<file path="src/design/point_cloud_region_mask_filter_defines.svh">
// Assertion helpers shared by the filter RTL.
`ifndef POINT_CLOUD_REGION_MASK_FILTER_DEFINES_SVH
`define POINT_CLOUD_REGION_MASK_FILTER_DEFINES_SVH

// Same-cycle implication, checked out of reset.
`define PCRM_ASSERT_NOW(lbl, ante, cons, msg) \
  lbl: assert property (@(posedge clk_i) disable iff (!rst_ni) (ante) |-> (cons)) \
    else $error(msg);

// Next-cycle implication, checked out of reset.
`define PCRM_ASSERT_NEXT(lbl, ante, cons, msg) \
  lbl: assert property (@(posedge clk_i) disable iff (!rst_ni) (ante) |=> (cons)) \
    else $error(msg);

`endif

</file>
<file path="src/design/pcrm_pkg.sv">
`default_nettype none

package pcrm_pkg;

  localparam int unsigned PADDR_W = 6;
  localparam int unsigned PDATA_W = 64;

  typedef enum logic [2:0] {
    REG_ENABLES = 3'd0,
    REG_DESK    = 3'd1,
    REG_BOX_MIN = 3'd2,
    REG_BOX_MAX = 3'd3,
    REG_CENTER  = 3'd4,
    REG_RADIUS  = 3'd5
  } reg_idx_e;

  // x in the low bits, z in the high bits
  typedef struct packed {
    logic signed [15:0] z;
    logic signed [15:0] y;
    logic signed [15:0] x;
  } vec3_t;

  typedef struct packed {
    logic [2:0]         enables;
    logic signed [15:0] desk_cut;
    vec3_t              box_min;
    vec3_t              box_max;
    vec3_t              center;
    logic [14:0]        radius;
  } cfg_t;

  typedef struct packed {
    logic [14:0] radius;
    vec3_t       center;
  } mask_entry_t;

  typedef struct packed {
    logic in_rad;   // squared distance <= radius squared
    logic rad_nz;   // radius is nonzero
  } lane_res_t;

  localparam logic [2:0]  ENABLES_RST = 3'd1;
  localparam logic [15:0] DESK_RST    = 16'd10;
  localparam logic [14:0] RADIUS_RST  = 15'd250;

  localparam int unsigned EN_DESK   = 0;
  localparam int unsigned EN_BOX    = 1;
  localparam int unsigned EN_SPHERE = 2;

endpackage

`default_nettype wire

</file>
<file path="src/design/pcrm_dist_lane.sv">
`default_nettype none

module pcrm_dist_lane
  import pcrm_pkg::*;
(
  input  wire logic        clk_i,
  input  wire logic        en_i,
  input  vec3_t            point_i,
  input  vec3_t            center_i,
  input  wire logic [14:0] radius_i,
  output lane_res_t        res_o
);

  logic [31:0] sq_q [3];
  logic [29:0] r2_q;
  logic        nz_q;
  logic signed [15:0] pc [3];
  logic signed [15:0] cc [3];
  logic [15:0] mag [3];
  logic [33:0] sum;

  assign pc[0] = point_i.x;
  assign pc[1] = point_i.y;
  assign pc[2] = point_i.z;
  assign cc[0] = center_i.x;
  assign cc[1] = center_i.y;
  assign cc[2] = center_i.z;

  always_comb begin
    logic signed [16:0] d;
    for (int k = 0; k < 3; k++) begin
      d = {pc[k][15], pc[k]} - {cc[k][15], cc[k]};
      mag[k] = d[16] ? 16'(-d) : d[15:0];
    end
  end

  always_ff @(posedge clk_i) begin
    if (en_i) begin
      for (int k = 0; k < 3; k++) begin
        sq_q[k] <= mag[k] * mag[k];
      end
      r2_q <= radius_i * radius_i;
      nz_q <= |radius_i;
    end
  end

  assign sum = {2'd0, sq_q[0]} + {2'd0, sq_q[1]} + {2'd0, sq_q[2]};
  assign res_o.in_rad = sum <= {4'd0, r2_q};
  assign res_o.rad_nz = nz_q;

endmodule

`default_nettype wire

</file>
<file path="config.mk">
export PLATFORM = sky130hd
export DESIGN_NAME = pcrm_dist_lane
export DESIGN_NICKNAME = d
export VERILOG_FILES = /design/src/design/point_cloud_region_mask_filter_defines.svh /design/src/design/pcrm_pkg.sv /design/src/design/pcrm_dist_lane.sv
export SDC_FILE = /design/constraint.sdc
export NUM_CORES = 2
export LEC_CHECK = 0
export BUFFER_PORTS_ARGS = -buffer_cell sky130_fd_sc_hd__buf_2
export CORE_UTILIZATION = 49
export DETAILED_ROUTE_END_ITERATION = 6
export GPL_ROUTABILITY_DRIVEN = 0
export GPL_TIMING_DRIVEN = 0
export PLACE_DENSITY = 0.65
export SLEW_MARGIN = 15
export SYNTH_ARGS = -nofsm -noshare
export SYNTH_HDL_FRONTEND = slang
export SYNTH_SLANG_ARGS = --single-unit
export TNS_END_PERCENT = 5
</file>
<file path="constraint.sdc">
create_clock -name clk_i -period 15.9 [get_ports clk_i]
set_clock_uncertainty 0.15 [all_clocks]
set_input_delay 4.77 -clock clk_i [delete_from_list [all_inputs] [get_ports clk_i]]
set_output_delay 4.77 -clock clk_i [all_outputs]
set_load 0.005 [all_outputs]
</file>
# ---- After elaboration in Yosys (flattened, before gate mapping)
# Memory sizes are Yosys's and may differ from the RTL's.
# Cells that the tools add are included.
dict set report word_totals {
  regBits 31
  ram_bits 96
  inputBits 113
  out_inout_bits 2
  elab_cells 22
  mem_count 1
}
# memory depth width read_ports rd_clocked_by_memory_dff wr line_no
set mem_list {}
lappend mem_list {sq_q 3 32 3 0 3 pcrm_dist_lane.sv:14} ;# logic [31:0] sq_q [3];
dict set report classes {
  n_addsub 8
  n_mul 4
  order_cmp 1
  mux 5
  reduce_logical 1
}
# cell n
set op_table {}
lappend op_table {{$mul 16x16->32} 3}
lappend op_table {{$sub 16x16->17} 3}
lappend op_table {{$mux 16} 3}
lappend op_table {{$neg 16->16} 3}
lappend op_table {{$add 33x32->34} 1}
lappend op_table {{$le 34x30->1} 1}
lappend op_table {{$add 32x32->33} 1}
lappend op_table {{$mul 15x15->30} 1}
lappend op_table {{$reduce_or 15->1} 1}
lappend op_table {{$mux 1} 2}

# ---- Logic depth before layout (Yosys ltp)
dict set report depth {
  word_depth 4
  mapped_depth 40
  mapped_depth_nobuf 38
}

# ---- Worst setup path before layout
# OpenSTA, ideal clock, no wires.
dict set report synth_path {
  path_kind {input-to-reg}
  start {in point_i[16] (netlist bit)}
  end {mem sq_q[1][31], in the netlist sq_q[0][63], data pin}
  setup_time_ns 0.264
  arrival_time_ns 13.446
  t_required_ns 15.486
  path_slack_ns 2.040
  stages 31
  n_path_buf 0
  path_cell_list {inv_1 ha_1 fa_1 nand2b_1 a21oi_1 xnor2_1 nand4_1 or4_1 or2_2 o31ai_1 xor2_1 clkinv_1 nand2_1 fa_1 fa_1 inv_1 fa_1 fa_1 fa_1 fa_1 ha_1 a21o_1 a21o_1 a2111oi_0 o31a_1 o211ai_1 a311o_1 a31o_2 nor2_1 nor4b_1 nor4_1}
}
# item line_no
set synth_rtl {}
lappend synth_rtl {{start: declaration} pcrm_dist_lane.sv:8} ;# input vec3_t point_i,
lappend synth_rtl {{end: declaration} pcrm_dist_lane.sv:14}

==> summary.txt <==
Floorplanning
  • Core Region: 74800 sq um
  • Die Wd: roughly 280 um
  • Die Ht: around 280 um
  • Row count: 100
  • Die Area: roughly 77000 sq um
  • Initial Util: 49.8%
  • Boundary pin count: between 100 and 150

Place
  • Dpl hpwl: 70.8 mm
  • Port bufs: 114
  • Placed cells: 5179

Worst setup path
  • Slowest stage delay, CP: between 0.6 and 0.7 ns
  • Crit end category: flop
  • Crit path max fanout: 9
  • Critical Path Start: point_i[16]
  • Crit start category: input port
  • CP max stage cell: a2111oi_1
  • CP most frequent cell: fa_1
  • CP required: 15.89 ns
  • Critical path class: in2reg
  • Crit path DAT: 15.27 ns

Synthesis
  • Top FF cell, synth: edfxtp_1
  • Ranking of synthesized cells by area: fa_1, ha_1, inv_1
  • Flops & latches, synth: 123
  • Synth top area share: around 35%
  • EDFF count, synth: 123
  • Post-synthesis instance total: between 4000 and 5000
  • Avg Inst Size Synth: between 9 and 10 sq um
  • Synth area leader: fa_1
  • Yosys Warn Count: 0
  • Synth async-reset ratio: 0%
  • Post-synth cell types: 84
  • Synthesized cell area: 37300 sq um
  • Sequential fraction of the synthesis area: 9.91%

Drt
  • Detailed Routing Iterations Pass 1: 5
  • WL final: about 82 mm
  • Antenna Nets Post-Route: 0
  • DRC viols: 0
  • Vias: 27400
  • Vias per std cell: 5.27
  • Wire per inst: 15.7 um
  • Iteration-0 DRC Markers: 1436

STA
  • Final-report max-slew violation count: 0
  • Final hold vios: 0
  • RSZ-0062 raised after global routing: false
  • Worst-Margin Slew: 1.19 ns
  • Max transition margin: 20.4%
  • Period utilisation layout: 96.1%
  • Achievable Freq: ~65 MHz
  • Fin crit period: between 15 and 20 ns
  • Final setup vio count: 0

CTS
  • Clock transition at path regs: 0.06 ns
  • Hold buffer count at cts: 0
  • Root buffer cell: clkbuf_16
  • CTS Buffer Depth: 2
  • CTS tree: built
  • Num CTS Buffers: 17
  • Post-CTS Setup Bufs: 0
  • Clock sinks: approximately 120
  • H-Tree Depth: 4

Global route
  • Vias in the first global route: approximately 28000
  • Initial antenna violation count: 0
  • Largest net degree at the start of global routing: 64
  • Total congestion overflow: 0
  • First-pass GRT wire length: 139 mm
  • Total GRT Usage: about 22%

Layout
  • Layout cells sized above 1: 4.79%
  • Number of antenna diodes: 0
  • Area Overhead vs Synth: 6.55%
  • Nets@finish: around 5500
  • Layout Cells excl Fill: 5211

Hold path
  • Hold Startpoint: radius_i[0]
  • Hold Crit Class: in2reg

Outcome
  • Status: finished clean

Run
  • Max-cap violations: 0
==> synthesized netlist by cell type (all sizes together), types with 5 or more instances <==
cell type  number
o211ai         17
nand4          21
o2111ai         6
and4            5
nand2         272
o31a            6
a31oi          24
xor2           74
inv          1002
a21boi          6
o21ai          90
nand3          31
or2            26
a211oi         21
a31o           11
mux2i           5
o31ai          16
xnor2         150
a221oi          5
nor2b          31
nand2b         42
nor4           11
ha            488
a21oi         165
edfxtp        123
and2           78
nor3           44
o21bai         28
a21o           98
and3           21
clkinv         19
o21a           27
nor2          320
nor3b           5
fa            658
or3            16
a2111oi         6
clkbuf         58
==> final timing paths <==
path	slack, ns	to	cells past startpoint
setup / recovery	0.62	sq_q[0][63]	31
hold / removal	4.58	r2_q[0]	1
==> logic make-up (layout without fill, tap and decap cells) <==
kind of cell	Yosys count	after routing	synth area share (%)
flops	123	123	9.91
simple gates	933	933	11.6
xor+xnor	226	226	5.39
buf+inv	1083	1230	10.9
fa+ha+maj	1146	1146	51.7
mux	7	7	0.195
compound gates	574	574	10.3
other cells	2	3	0.0202
==> area by class of cell <==
class,count,area (sq um)
clock buffers,18,429
repair buffers,115,604
plain buffers,62,240
flip-flops and latches,123,3690
fillers,6978,35100
inverters,1021,3830
clock inverters,14,136
well taps,969,1210
multi-input cells,2889,29600
==> flip-flops by register name (all words and copies together), names as in the netlist <==
| register | flops |
|---|---|
| nz_q | 1 |
| r2_q | 29 |
| sq_q | 93 |
==> what timing repair did <==
item,in CTS,in global routing
cloned,0,0
resized for setup,1,4
setup endpoints to repair,1,1
==> metrics by stage <==
step           area [sq um]  setup slack [ns]  hold WS, ns  utilization, %  setup TNS, ns
3_5_place_dp          39100            -0.572         5.02            52.3         -0.572
4_1_cts               39700             0.118         4.56            53.0              0
3_3_place_gp          39000             -1.22         5.02            52.2          -1.32
5_1_grt               39700            0.0773         4.57            53.1              0
6_report              39700             0.621         4.58            53.1              0
2_1_floorplan         37300              2.04         4.72               -              0
==> layout by cell type, fill, tap and decap left out, types with 6 or more instances in the layout <==
cell          n
or2_2        23
nor3_1       43
a211oi_1     19
o2111ai_1     6
a21oi_1     164
inv_1      1002
a21o_1       97
or3_1        16
o211ai_1     17
o31ai_1      15
buf_2       116
o21bai_1     28
nand2_1     272
clkbuf_1     59
xnor2_1     147
clkbuf_16    17
edfxtp_1    123
xor2_1       72
a21boi_0      6
a31oi_1      24
nand4_1      21
and3_1       21
a31o_2        9
o21ai_0      87
and2_1       78
clkinv_1     20
nor2_1      320
nand3_1      31
nor2b_1      31
ha_1        488
o21a_1       27
nor4_1       10
nand2b_1     42
fa_1        658
==> worst max-delay path, delay by kind of cell <==
kind,cells,cell delay [ns]
fa+ha+maj,9,3.96
compound gates,10,3.01
simple gates,6,2.18
xor+xnor,2,0.70
buf+inv,4,0.65
==> routing by layer <==
metal / vias to the layer above / track usage (%) / wire length, um
li1: 13200 / - / -
met1: 13600 / 30.3 / 36700
met2: 580 / 37.9 / 39800
met3: 115 / 2.36 / 3650
met4: 0 / 5.24 / 1800
met5: - / 0 / 0
Power is left out: the tool's default activity adds up to more than one toggle a clock period on the data nets, which glitch-free logic cannot reach.
