===== src/design/point_cloud_region_mask_filter_defines.svh =====
// Assertion helpers shared by the filter RTL.
`ifndef POINT_CLOUD_REGION_MASK_FILTER_DEFINES_SVH
`define POINT_CLOUD_REGION_MASK_FILTER_DEFINES_SVH

// Same-cycle implication, checked out of reset.
`define PCRM_ASSERT_NOW(lbl, ante, cons, msg) \
  lbl: assert property (@(posedge clk_i) disable iff (!rst_ni) (ante) |-> (cons)) \
    else $error(msg);

// Next-cycle implication, checked out of reset.
`define PCRM_ASSERT_NEXT(lbl, ante, cons, msg) \
  lbl: assert property (@(posedge clk_i) disable iff (!rst_ni) (ante) |=> (cons)) \
    else $error(msg);

`endif


===== src/design/pcrm_pkg.sv =====
`default_nettype none

package pcrm_pkg;

  localparam int unsigned PADDR_W = 6;
  localparam int unsigned PDATA_W = 64;

  typedef enum logic [2:0] {
    REG_ENABLES = 3'd0,
    REG_DESK    = 3'd1,
    REG_BOX_MIN = 3'd2,
    REG_BOX_MAX = 3'd3,
    REG_CENTER  = 3'd4,
    REG_RADIUS  = 3'd5
  } reg_idx_e;

  // x in the low bits, z in the high bits
  typedef struct packed {
    logic signed [15:0] z;
    logic signed [15:0] y;
    logic signed [15:0] x;
  } vec3_t;

  typedef struct packed {
    logic [2:0]         enables;
    logic signed [15:0] desk_cut;
    vec3_t              box_min;
    vec3_t              box_max;
    vec3_t              center;
    logic [14:0]        radius;
  } cfg_t;

  typedef struct packed {
    logic [14:0] radius;
    vec3_t       center;
  } mask_entry_t;

  typedef struct packed {
    logic in_rad;   // squared distance <= radius squared
    logic rad_nz;   // radius is nonzero
  } lane_res_t;

  localparam logic [2:0]  ENABLES_RST = 3'd1;
  localparam logic [15:0] DESK_RST    = 16'd10;
  localparam logic [14:0] RADIUS_RST  = 15'd250;

  localparam int unsigned EN_DESK   = 0;
  localparam int unsigned EN_BOX    = 1;
  localparam int unsigned EN_SPHERE = 2;

endpackage

`default_nettype wire


===== src/design/pcrm_mask_table.sv =====
`default_nettype none

module pcrm_mask_table
  import pcrm_pkg::*;
#(
  parameter int unsigned MASK_SLOTS = 8
) (
  input  wire logic                         clk_i,
  input  wire logic                         rst_ni,
  input  wire logic                         wr_en_i,
  input  wire logic [2:0]                   slot_i,
  input  mask_entry_t                       entry_i,
  output mask_entry_t [MASK_SLOTS-1:0]      entries_o
);

  mask_entry_t [MASK_SLOTS-1:0] tbl_q;

  // slots beyond the table never match and the write is dropped
  always_ff @(posedge clk_i or negedge rst_ni) begin
    if (!rst_ni) begin
      tbl_q <= '0;
    end else begin
      for (int i = 0; i < MASK_SLOTS; i++) begin
        if (wr_en_i && ({3'd0, slot_i} == 6'(i))) begin
          tbl_q[i] <= entry_i;
        end
      end
    end
  end

  assign entries_o = tbl_q;

endmodule

`default_nettype wire


===== config.mk =====
export PLATFORM = sky130hd
export DESIGN_NAME = pcrm_mask_table
export DESIGN_NICKNAME = d
export VERILOG_FILES = /design/src/design/point_cloud_region_mask_filter_defines.svh /design/src/design/pcrm_pkg.sv /design/src/design/pcrm_mask_table.sv
export SDC_FILE = /design/constraint.sdc
export NUM_CORES = 1
export LEC_CHECK = 0
export BUFFER_PORTS_ARGS = -buffer_cell sky130_fd_sc_hd__clkbuf_2
export CORE_ASPECT_RATIO = 0.8
export CORE_MARGIN = 2
export CORE_UTILIZATION = 30
export CTS_CLUSTER_SIZE = 24
export DETAILED_ROUTE_END_ITERATION = 16
export PLACE_DENSITY = 0.56
export SLEW_MARGIN = 15
export SYNTH_ARGS = -nofsm -noshare
export SYNTH_HDL_FRONTEND = slang
export SYNTH_SLANG_ARGS = --single-unit

===== constraint.sdc =====
create_clock -name clk_i -period 2 [get_ports clk_i]
set_input_delay 0.4 -clock clk_i [delete_from_list [all_inputs] [get_ports clk_i]]
set_output_delay 0.4 -clock clk_i [all_outputs]
set_load 0.01 [all_outputs]

Word level (Yosys, flattened, before mapping)
Index checks and enable logic that the tools add are counted.
{"block": "word_totals", "reg_bits": 504, "wordCells": 48, "output_inout_bits": 504}
{"block": "classes", "n_reduce_logical": 9, "eq_ne": 7}
{"operator": "$eq A3 B3 Y1 const B", "count": 4}
{"operator": "$logic_and A1 B1 Y1", "count": 8}
{"operator": "$eq A3 B2 Y1 const B", "count": 2}
{"operator": "$eq A3 B1 Y1 const B", "count": 1}
{"operator": "$logic_not A3 Y1", "count": 1}

Logic depth before layout (Yosys ltp)
Gate-level depths: netlist (run 1).
{"block": "logic_depth", "word_depth": 2, "mapped_depth": 4}

Worst setup path after synthesis (run 1)
No wires, ideal clock.
{"block": "synth_timing", "path_type": "in2reg", "start": "in slot_i[0]", "end": "reg tbl_q (netlist bit entries_o[0])", "t_required_ps": 1875, "n_path_buf": 2, "setup_ps": 125, "setup_slack_ps": 527, "t_arrival_ps": 1348, "path_stages": 4, "path_cell_list": "nor4b_2 > buf_2 > buf_4 > mux2_2"}
{"block": "synth_between", "elab_chain_len": 2}
{"element": "from (decl)", "line_no": "pcrm_mask_table.sv:11", "source": "input wire logic [2:0] slot_i,"}
{"element": "$logic_not A3 Y1", "line_no": "pcrm_mask_table.sv:24", "source": "if (wr_en_i && ({3'd0, slot_i} == 6'(i))) begin"}
{"element": "$logic_and A1 B1 Y1", "line_no": "pcrm_mask_table.sv:24"}
{"element": "to (signal, indexed assignment)", "line_no": "pcrm_mask_table.sv:25", "source": "tbl_q[i] <= entry_i;"}
{"element": "to (decl)", "line_no": "pcrm_mask_table.sv:16", "source": "mask_entry_t [MASK_SLOTS-1:0] tbl_q;"}
Every way passes these cells.
A chain may end at the register's enable or synchronous reset.

Worst setup path in the final report (run 1)
{"block": "layout_timing", "start": "reg tbl_q (netlist bit entries_o[499])", "end": "out entries_o[499] in the netlist's numbering"}
{"element": "to (decl)", "line_no": "pcrm_mask_table.sv:13", "source": "output mask_entry_t [MASK_SLOTS-1:0] entries_o"}
No word-level cell between the ends.

==> metrics.md, run 1 <==
| Metric | Value |
|---|---|
| Outcome | finished clean |
| Share of cells above drive strength 1 | 70.1% |
| Drt initial violations | 407 |
| Die Wd | 286 um |
| Crit path launch type | flip-flop |
| Fmax | between 600 and 700 MHz |
| DR vias/cell | 4.52 |
| Clock transition at path regs | 0.07 ns |
| Rel. slew slack | just under 70% |
| Vias in the first global route | ~13k |
| Inst Count DP | 2,471 |
| Leak Pwr | 12.0 nW |
| GRT Residual Overflow | 0 |
| NumNets Final | 1,755 |
| Initial Util | roughly 30% |
| Max-cap viol count | 0 |
| Pin slew with the least headroom to its limit | 0.488 ns |
| Synth Register Bits | a little over 500 |
| Final setup violation count | 0 |
| Worst skew pair latency | 0.58 ns |
| VDD IR-drop max | approximately 0.73 mV |
| H-tree Lvls | 2 |
| Power per cell area | 1240 nW/um^2 |
| Total Neg Setup Slack | 0 ns |
| Crit path buffers/inverters | 1 |
| Worst r2r src | entries_o[119]$_DFFE_PN0P_ |
| # fillers | 5,879 |
| Area delta synth->final | 31.3% |
| Synthesized area | about 19,000 um^2 |
| Syn. warnings | 0 |
| Post-synth cell types | 11 |
| Row cnt | 82 |
| Asr flop ratio synth | 100% |
| Final std cells w/o fill | between 2k and 3k |
| Crit path largest cell delay | around 0.41 ns |
| IO Pins | ~570 |
| Endpoint, Worst Hold | entries_o[126]$_DFFE_PN0P_ |
| Worst slack, placed | 0.109 ns |
| Post-CTS Setup Inserts | 0 |
| Die area | 65,500 um^2 |
| Initial DRT Pass Iterations | 4 |
| Routed len/inst | between 20 and 25 um |
| Synth top area cells | dfrtp_1 (66%), mux2_2 (26%), mux2_4 (4.7%) |
| Crit. End Element | output port |
| Largest net degree at the start of global routing | 64 |
| Sequential fraction of the synthesis area | between 60% and 70% |
| # DRC | 0 |
| Antenna diodes | 0 |
| Clock Tree Buf Depth | 3 |
| Mean Syn Cell Area | 17.8 um^2 |
| Post-Syn Instances | around 1.1k |
| HP Class | in -> reg |
| Post-synth EDFFs | 0 |
| Max reg flops | 504 |
| CP Class | reg -> out |
| Synth top area share | between 60 and 70% |
| Worst EP arrival | 1.14 ns |
| CTS tree | yes |
| First-pass GRT wire length | just over 80,000 um |
| Antenna Violating Nets Remaining | 0 |
| Worst reg-to-reg path cell count | 1 |
| Synth cell count leaders | dfrtp_1 (504), mux2_2 (444), mux2_4 (60) |
| Worst path cell trace | clkbuf_2 |
| Core area | 62,700 um^2 |
| Hold Crit Start | entry_i[0] |
| CTS Sinks | 504 |
| Design Power | 0.0310 W |
| Final-report max-slew violation count | 0 |
| Max Fanout on Critical Path | 2 |
| Root buf cell | clkbuf_16 |
| Clock skew | 0 ns |
| Post-synth net total | 1,140 |
| Post-synth top area cell | dfrtp_1 |
| Slowest CP cell | dfrtp_1 |
| Delay-heaviest family, CP | flip-flops |
| Hold Crit Depth | 2 |
| GR Util All Layers | 16.4% |
| Die Y | about 230 um |
| CTS buffer count | 52 |
| Most frequent cell after synthesis | dfrtp_1 |
| Final hold viol count | 0 |
| Synth Flop Type | dfrtp_1 |
| Antenna violations before repair | 1 |
| Hpwl dp | 37,800 um |
| Register-to-register setup slack | 1.19 ns |
| Placer congestion estimate | 0.764 |
| Number of buffers inserted by port buffering | 572 |
| Reg2reg end | entries_o[119]$_DFFE_PN0P_ |
| RSZ-0062 raised after global routing | false |
| WL final | around 54,000 um |
| Via count | ~12k |
| Final worst slack | 0.458 ns |
| Crit share post-route | 77.1% |
| Worst endpoint required time | 1.60 ns |
| Fin crit period | 1.54 ns |
[cells by family (layout without fill, tap and decap cells)]
family                 count (synthesis)  count (layout)  share of synthesized area, %
DFF                                  504             504                          66.2
muxes                                504             504                          31.0
buffers and inverters                 55             714                          2.32
and+or+nand+nor                        8               8                         0.480
[cell usage in the layout (no fill, tap or decap)]
master         instances
clkinvlp_4             2
dlygate4sd3_1          1
clkinv_2              10
inv_6                  4
mux2_4                60
clkbuf_8               9
buf_8                  1
nand4b_1               3
and4bb_4               3
clkbuf_16             53
nand4_4                1
clkinv_4               1
nor4b_4                1
buf_12                22
buf_4                 21
clkbuf_2             571
bufinv_16              8
dfrtp_1              504
inv_8                  1
clkbuf_1              10
mux2_2               444
[cell type report]
class / instances / area (um^2) / area share, %
Timing Repair Buffer: 616 / 3480 / 13.9
Tap cell: 840 / 1050 / 4.20
Clock inverter: 26 / 360 / 1.44
Sequential cell: 504 / 12600 / 50.4
Multi-Input combinational cell: 512 / 6020 / 24.1
Clock buffer: 72 / 1490 / 5.95
[report_power, final]
group          internal [W]  switching (W)
combinational       0.00340        0.00349
clock               0.00626        0.00414
sequential           0.0125        0.00123
[through the flow]
step	utilization (%)	hold slack, ns	instance area (um^2)
6_report	39.9	0.169	25000
5_1_grt	39.9	0.155	25000
4_1_cts	39.9	0.127	25000
3_5_place_dp	36.9	0.370	23200
3_3_place_gp	36.9	0.364	23200
2_1_floorplan	-	0.104	19000
[worst max path at each step]
stage	start	to	slack, ns	cells after the start
floorplan	slot_i[0]	entries_o[0]$_DFFE_PN0P_	0.53	4
CTS	entries_o[499]$_DFFE_PN0P_	entries_o[499]	0.38	1
detailed placement	slot_i[0]	entries_o[6]$_DFFE_PN0P_	0.11	5
global placement	slot_i[0]	entries_o[2]$_DFFE_PN0P_	0.15	5
finish	entries_o[499]$_DFFE_PN0P_	entries_o[499]	0.46	1
global route	entries_o[499]$_DFFE_PN0P_	entries_o[499]	0.38	1
[per-layer routing]
metal  vias up  global-route usage (%)  share of wire, %
li1       5055                       -                 -
met1      6142                    21.9                43
met2       334                    26.3                48
met3        85                    4.06               6.2
met4         0                    5.12               2.6
met5         -                       0                 0
[repair_timing]
action                                 in CTS  in global routing
hold buffers                                1                  0
resized for setup                           0                  0
endpoints found under the hold margin      36                  0
Power figures use the tool's default switching activity.
==> inputs of run 2 (changes only) <==
Settings changed: PLACE_DENSITY 0.56 to 0.58.
Clock period 2 ns to 1.4 ns, I/O delays scaled along.
==> run 2 against run 1 <==
Die area did not move. The flow now finishes with violations (negative setup slack). Power rose by 48%. Critical path depth did not move. Register-to-register slack got worse by 0.84 ns. Combinational power rose by 80%. Non-clock buffer count rose by 151. Clock skew did not move. Hold slack got worse by 0.11 ns. Highest routed layer unchanged. Global-route usage fell by 0.10 points.
==> metrics.md, run 2 (synthesis results as in run 1) <==
| Metric | Value |
|---|---|
| # fillers | 5,737 (-2.4%) |
| CTS Sinks | 504 (unchanged) |
| Sequential power share | 43.1% (-1.1 points) |
| Most frequent cells in the layout | dfrtp_1 (503), mux2_2 (444), clkbuf_2 (395) |
| Antenna diodes | 0 (unchanged) |
| IO Pins | 573 (unchanged) |
| Crit path buffers/inverters | 1 (unchanged) |
| Hold slack | 0.0633 ns (-0.106 ns) |
| Max Fanout on Critical Path | 2 (unchanged) |
| Antenna Violating Nets Remaining | 0 (unchanged) |
| Initial DRT Pass Iterations | 4 (unchanged) |
| Clock power frac | 29.9% (-3.7 points) |
| Cell Int Power | 0.0329 W (+49%) |
| Worst path cell trace | buf_6 |
| Die Wd | 286 um (unchanged) |
| Clock transition at path regs | 0.06 ns (about the same) |
| Gate power share | 27.0% (+4.8 points) |
| NumNets Final | 1,906 (+8.6%) |
| CP Class | reg -> out |
| Hpwl dp | 38,100 um (+0.82%) |
| H-tree Lvls | 2 (unchanged) |
| Switching portion of total power | 28.2% (-0.38 points) |
| DR vias/cell | 4.44 (-1.8%) |
| First-pass GRT wire length | 81,600 um (-0.50%) |
| Total Neg Setup Slack | -0.0328 ns (-0.0328 ns) |
| Crit. End Element | output port |
| WL final | 55,300 um (+1.9%) |
| Core area | 62,700 um^2 (unchanged) |
| Final-report max-slew violation count | 0 (unchanged) |
| Final setup violation count | 1 (+1) |
| CTS tree | yes |
| # DRC | 0 (unchanged) |
| Rel. slew slack | 71.3% (+3.8 points) |
| Drt initial violations | 510 (+25%) |
| Worst endpoint required time | 1.12 ns (-0.48 ns) |
| VDD IR-drop max | 0.910 mV (+25%) |
| Worst EP arrival | 1.15 ns (about the same) |
| Final worst slack | -0.0328 ns (-0.490 ns) |
| Delay-heaviest family, CP | flip-flops |
| CTS buffer count | 52 (unchanged) |
| HP Class | in -> reg |
| Clock Tree Buf Depth | 3 (unchanged) |
| Power per cell area | 1690 nW/um^2 (+37%) |
| Number of buffers inserted by port buffering | 572 (unchanged) |
| Pin slew with the least headroom to its limit | 0.431 ns (-0.0571 ns) |
| Die Y | 229 um (unchanged) |
| Failing checks | negative setup slack |
| GRT Residual Overflow | 0 (unchanged) |
| Outcome | complete, but fails checks |
| Sw power | 0.0129 W (+46%) |
| Row cnt | 82 (unchanged) |
| Share of cells above drive strength 1 | 72.1% (+2.0 points) |
| Clock skew | 0 ns (unchanged) |
| Die area | 65,500 um^2 (unchanged) |
| Vias in the first global route | 12.7k (+1.3%) |
| Slowest CP cell | dfrtp_2 |
| Routed len/inst | 20.3 um (-3.7%) |
| Design area | 27,000 um^2 (+8.1%) |
| Placed cell areas | 23,300 um^2 (+0.55%) |
| Fin crit period | 1.43 ns |
| RSZ-0062 raised after global routing | true |
| Finished Core Util | 43.1% (+3.2 points) |
| Antenna violations before repair | 1 (unchanged) |
| GR Util All Layers | 16.3% (-0.10 points) |
| Placer congestion estimate | 0.812 (+6.3%) |
| Final hold viol count | 0 (unchanged) |
| Max-cap viol count | 0 (unchanged) |
| Via count | 12.1k (+3.9%) |
| Leak Pwr | 13.0 nW (+8.1%) |
| Worst skew pair latency | 0.57 ns (about the same) |
| Fmax | ~700 MHz |
| Max reg flops | 504 (unchanged) |
| Crit path launch type | flip-flop |
| Largest net degree at the start of global routing | 59 (-7.8%) |
| Crit path largest cell delay | 0.45 ns (+0.04 ns) |
| Crit share post-route | 102% |
| Area delta synth->final | 41.9% |
| Initial Util | 30.4% (unchanged) |
| Root buf cell | clkbuf_16 |
| Commonest non-fill, non-tap cell in the layout | dfrtp_1 |
run 2: area by class of cell:
cell class / count / area, um^2 / share of cell area [%]
clock inverters: 14 / 131 / 0.486
flip-flops and latches: 504 / 12600 / 46.7
repair buffers: 767 / 5660 / 20.9
multi-input cells: 512 / 6020 / 22.3
well taps: 840 / 1050 / 3.89
clock buffers: 81 / 1550 / 5.74
run 2: power groups by stage:
stage               sequential [W]  clock (W)  combinational, W
global placement            0.0196          0           0.00990
detailed placement          0.0198          0            0.0100
CTS                         0.0195     0.0141            0.0108
finish                      0.0198     0.0137            0.0124
floorplan                   0.0211          0           0.00324
global route                0.0201     0.0147            0.0131
run 2: final timing paths:
path / startpoint / endpoint / slack (ns) / cells past startpoint
setup / recovery: entries_o[8]$_DFFE_PN0P_ / entries_o[8] / -0.03 / 1
hold / removal: entry_i[25] / entries_o[88]$_DFFE_PN0P_ / 0.06 / 2
setup reg to reg: entries_o[68]$_DFFE_PN0P_ / entries_o[68]$_DFFE_PN0P_ / 0.35 / 3
hold reg to reg: entries_o[492]$_DFFE_PN0P_ / entries_o[492]$_DFFE_PN0P_ / 0.50 / 1
max in group asynchronous: rst_ni / entries_o[195]$_DFFE_PN0P_ / 0.45 / 4
min in group asynchronous: rst_ni / entries_o[422]$_DFFE_PN0P_ / 0.26 / 3
run 2: layer usage:
layer | vias up | track usage, % | routed length, um
met3 | 87 | 4.31 | 3560
li1 | 5355 | - | -
met2 | 336 | 26.9 | 27100
met5 | - | 0 | 0
met1 | 6288 | 21.0 | 23200
met4 | 0 | 4.86 | 1420
run 2: what timing repair did:
action	in CTS	in global routing
pin swaps	0	0
setup endpoints to repair	476	498
setup buffers	71	62
cloned	0	0
gates resized for setup	4	428
hold buffers	2	0
endpoints found under the hold margin	415	0
run 2: through the flow:
stage                     setup slack (ns)  power (W)  cells
after floorplan                     0.0467     0.0244   1071
after global placement              -0.288     0.0295   2488
after detailed placement            -0.308     0.0298   2488
after CTS                          -0.0901     0.0444   2656
after global routing               -0.0812     0.0480   2718
final                              -0.0328     0.0458   2718
==> inputs of run 3 (changes only) <==
Settings changed: CORE_AREA set to 2 2 222 224, CORE_ASPECT_RATIO 0.8 to not set, CORE_MARGIN 2 to not set, CORE_UTILIZATION 30 to not set, DIE_AREA set to 0 0 224 226, PLACE_DENSITY 0.58 to 0.71.
==> run 3 against run 2 <==
Sequential cell count is the same. Fmax shrank 1.2%. The run still ends with negative setup slack left. Worst setup slack lost 0.017 ns. Power grew 1.9%. Register-to-register slack is essentially flat. First-iteration DRC count grew 11%. Critical path depth is the same. Critical endpoint is now entries_o[107]. Sequential share of layout area shrank 0.20 points. Hold slack lost 0.024 ns. Combinational power is essentially flat. Count of clock-buffer cells in the layout shrank 13. Clock skew is the same.
==> metrics.md, run 3 (synthesis results as in run 1) <==
| Metric | Value |
|---|---|
| HP Class | in -> reg |
| Delay-heaviest family, CP | flip-flops |
| Pin slew with the least headroom to its limit | 0.556 ns (+0.124 ns) |
| Max reg flops | 504 (unchanged) |
| Number of buffers inserted by port buffering | 572 (unchanged) |
| Max-cap viol count | 0 (unchanged) |
| Rel. slew slack | 63.0% (-8.3 points) |
| Hold slack | 0.0392 ns (-0.0241 ns) |
| GRT Residual Overflow | 0 (unchanged) |
| Inst Count DP | 2,277 (-8.5%) |
| CTS Sinks | 504 (unchanged) |
| Fin crit period | 1.45 ns (+0.0173 ns) |
| Final-report max-slew violation count | 0 (unchanged) |
| Gate power share | 27.0% (about the same) |
| Die area | 50,600 um^2 (-23%) |
| Initial Util | 39.4% (+9.0 points) |
| Via count | 12.4k (+3.1%) |
| Final setup violation count | 40 (+39) |
| Clock transition at path regs | 0.07 ns (about the same) |
| Crit path buffers/inverters | 1 (unchanged) |
| Leak Pwr | 13.2 nW (+1.8%) |
| Root buf cell | clkbuf_16 |
| Cell Int Power | 0.0334 W (+1.7%) |
| Worst skew pair latency | 0.57 ns (about the same) |
| VDD IR-drop max | 1.08 mV (+19%) |
| H-tree Lvls | 2 (unchanged) |
| Max Fanout on Critical Path | 2 (unchanged) |
| Worst endpoint required time | 1.12 ns (about the same) |
| Initial DRT Pass Iterations | 4 (unchanged) |
| Clock Tree Buf Depth | 3 (unchanged) |
| Fmax | 690 MHz (-1.2%) |
| CTS buffer count | 52 (unchanged) |
| Commonest non-fill, non-tap cell in the layout | dfrtp_1 |
| Area delta synth->final | 42.5% |
| Crit share post-route | 104% (+1.2 points) |
| Design area | 27,100 um^2 (+0.42%) |
| Die Wd | 224 um (-22%) |
| Core area | 48,300 um^2 (-23%) |
| # DRC | 0 (unchanged) |
| Slowest CP cell | dfrtp_1 |
| Routed len/inst | 21.5 um (+5.7%) |
| Crit path launch type | flip-flop |
| Hpwl dp | 36,200 um (-5.0%) |
| Switching portion of total power | 28.4% (+0.19 points) |
| Placed cell areas | 23,200 um^2 (-0.52%) |
| Crit. End Element | output port |
| Worst path cell trace | buf_6 |
| WL final | 54,500 um (-1.5%) |
| Final hold viol count | 0 (unchanged) |
| Sw power | 0.0133 W (+2.6%) |
| Clock skew | 0 ns (unchanged) |
| DR vias/cell | 4.91 (+11%) |
| Final std cells w/o fill | 2,533 (-6.8%) |
| Sequential power share | 42.4% (-0.7 points) |
| Clock power frac | 30.5% (+0.6 points) |
| Row cnt | 81 (-1.2%) |
| GR Util All Layers | 20.2% (+3.9 points) |
| RSZ-0062 raised after global routing | true |
| Antenna Violating Nets Remaining | 0 (unchanged) |
| Share of cells above drive strength 1 | 73.2% (+1.1 points) |
| Placer congestion estimate | 0.785 (-3.3%) |
| NumNets Final | 1,937 (+1.6%) |
| Final worst slack | -0.0500 ns (-0.0173 ns) |
| CTS tree | yes |
| IO Pins | 573 (unchanged) |
| Power per cell area | 1720 nW/um^2 (+1.5%) |
| Antenna violations before repair | 1 (unchanged) |
| First-pass GRT wire length | 78,000 um (-4.3%) |
| Outcome | complete, but fails checks |
| Most frequent cells in the layout | dfrtp_1 (504), mux2_2 (444), clkbuf_2 (403) |
| Largest net degree at the start of global routing | 59 (unchanged) |
| Crit path largest cell delay | 0.43 ns (-0.02 ns) |
| Vias in the first global route | 12.8k (+0.97%) |
| CP Class | reg -> out |
| Worst EP arrival | 1.17 ns (+0.02 ns) |
| Die Y | 226 um (-1.5%) |
| Drt initial violations | 564 (+11%) |
| Failing checks | negative setup slack |
==> run 3: stage by stage <==
step                      total power, W  setup slack [ns]  TNS (ns)  utilization (%)
after floorplan                   0.0244            0.0467         0                -
after global placement            0.0294            -0.242    -74.02             47.9
after detailed placement          0.0298            -0.286    -90.12             47.9
after CTS                         0.0449           -0.0879     -9.17             53.0
after global routing              0.0487           -0.0898    -13.47             56.1
final                             0.0467           -0.0500    -0.513             56.2
==> run 3: timing repair <==
item	in CTS	in global routing
resized for setup	3	403
buffers inserted	84	74
hold buffers	1	0
setup endpoints to repair	469	489
hold endpoints to repair	338	0
==> run 3: final timing paths <==
kind / startpoint / endpoint / slack, ns / cells past startpoint
worst max-delay path: entries_o[107]$_DFFE_PN0P_ / entries_o[107] / -0.05 / 1
worst min register to register: entries_o[430]$_DFFE_PN0P_ / entries_o[430]$_DFFE_PN0P_ / 0.50 / 1
worst min-delay path: entry_i[32] / entries_o[95]$_DFFE_PN0P_ / 0.04 / 2
worst max register to register: entries_o[14]$_DFFE_PN0P_ / entries_o[14]$_DFFE_PN0P_ / 0.35 / 3
max in group asynchronous: rst_ni / entries_o[21]$_DFFE_PN0P_ / 0.47 / 3
min in group asynchronous: rst_ni / entries_o[487]$_DFFE_PN0P_ / 0.12 / 2
==> run 3: power by group through the flow <==
stage / Sequential (W) / Combinational, W / Clock (W)
final: 0.0198 / 0.0126 / 0.0143
after global routing: 0.0202 / 0.0134 / 0.0151
after CTS: 0.0195 / 0.0108 / 0.0145
after detailed placement: 0.0198 / 0.00997 / 0
after global placement: 0.0196 / 0.00980 / 0
after floorplan: 0.0211 / 0.00324 / 0
==> run 3: area by class of cell <==
cell class / instances / area (um^2)
flip-flops and latches: 504 / 12600
clock inverters: 27 / 274
fillers: 3718 / 21200
well taps: 622 / 778
clock buffers: 68 / 1510
repair buffers: 798 / 5940
diodes: 2 / 5.00
multi-input cells: 512 / 6020
==> run 3: metal layers <==
layer  part of all wire, %  global-route usage [%]  vias to the layer above
li1                      -                       -                     5406
met1                    41                    25.7                     6509
met2                    49                    32.8                      430
met3                   7.3                    5.85                       97
met4                   2.8                    7.53                        0
met5                     0                       0                        -
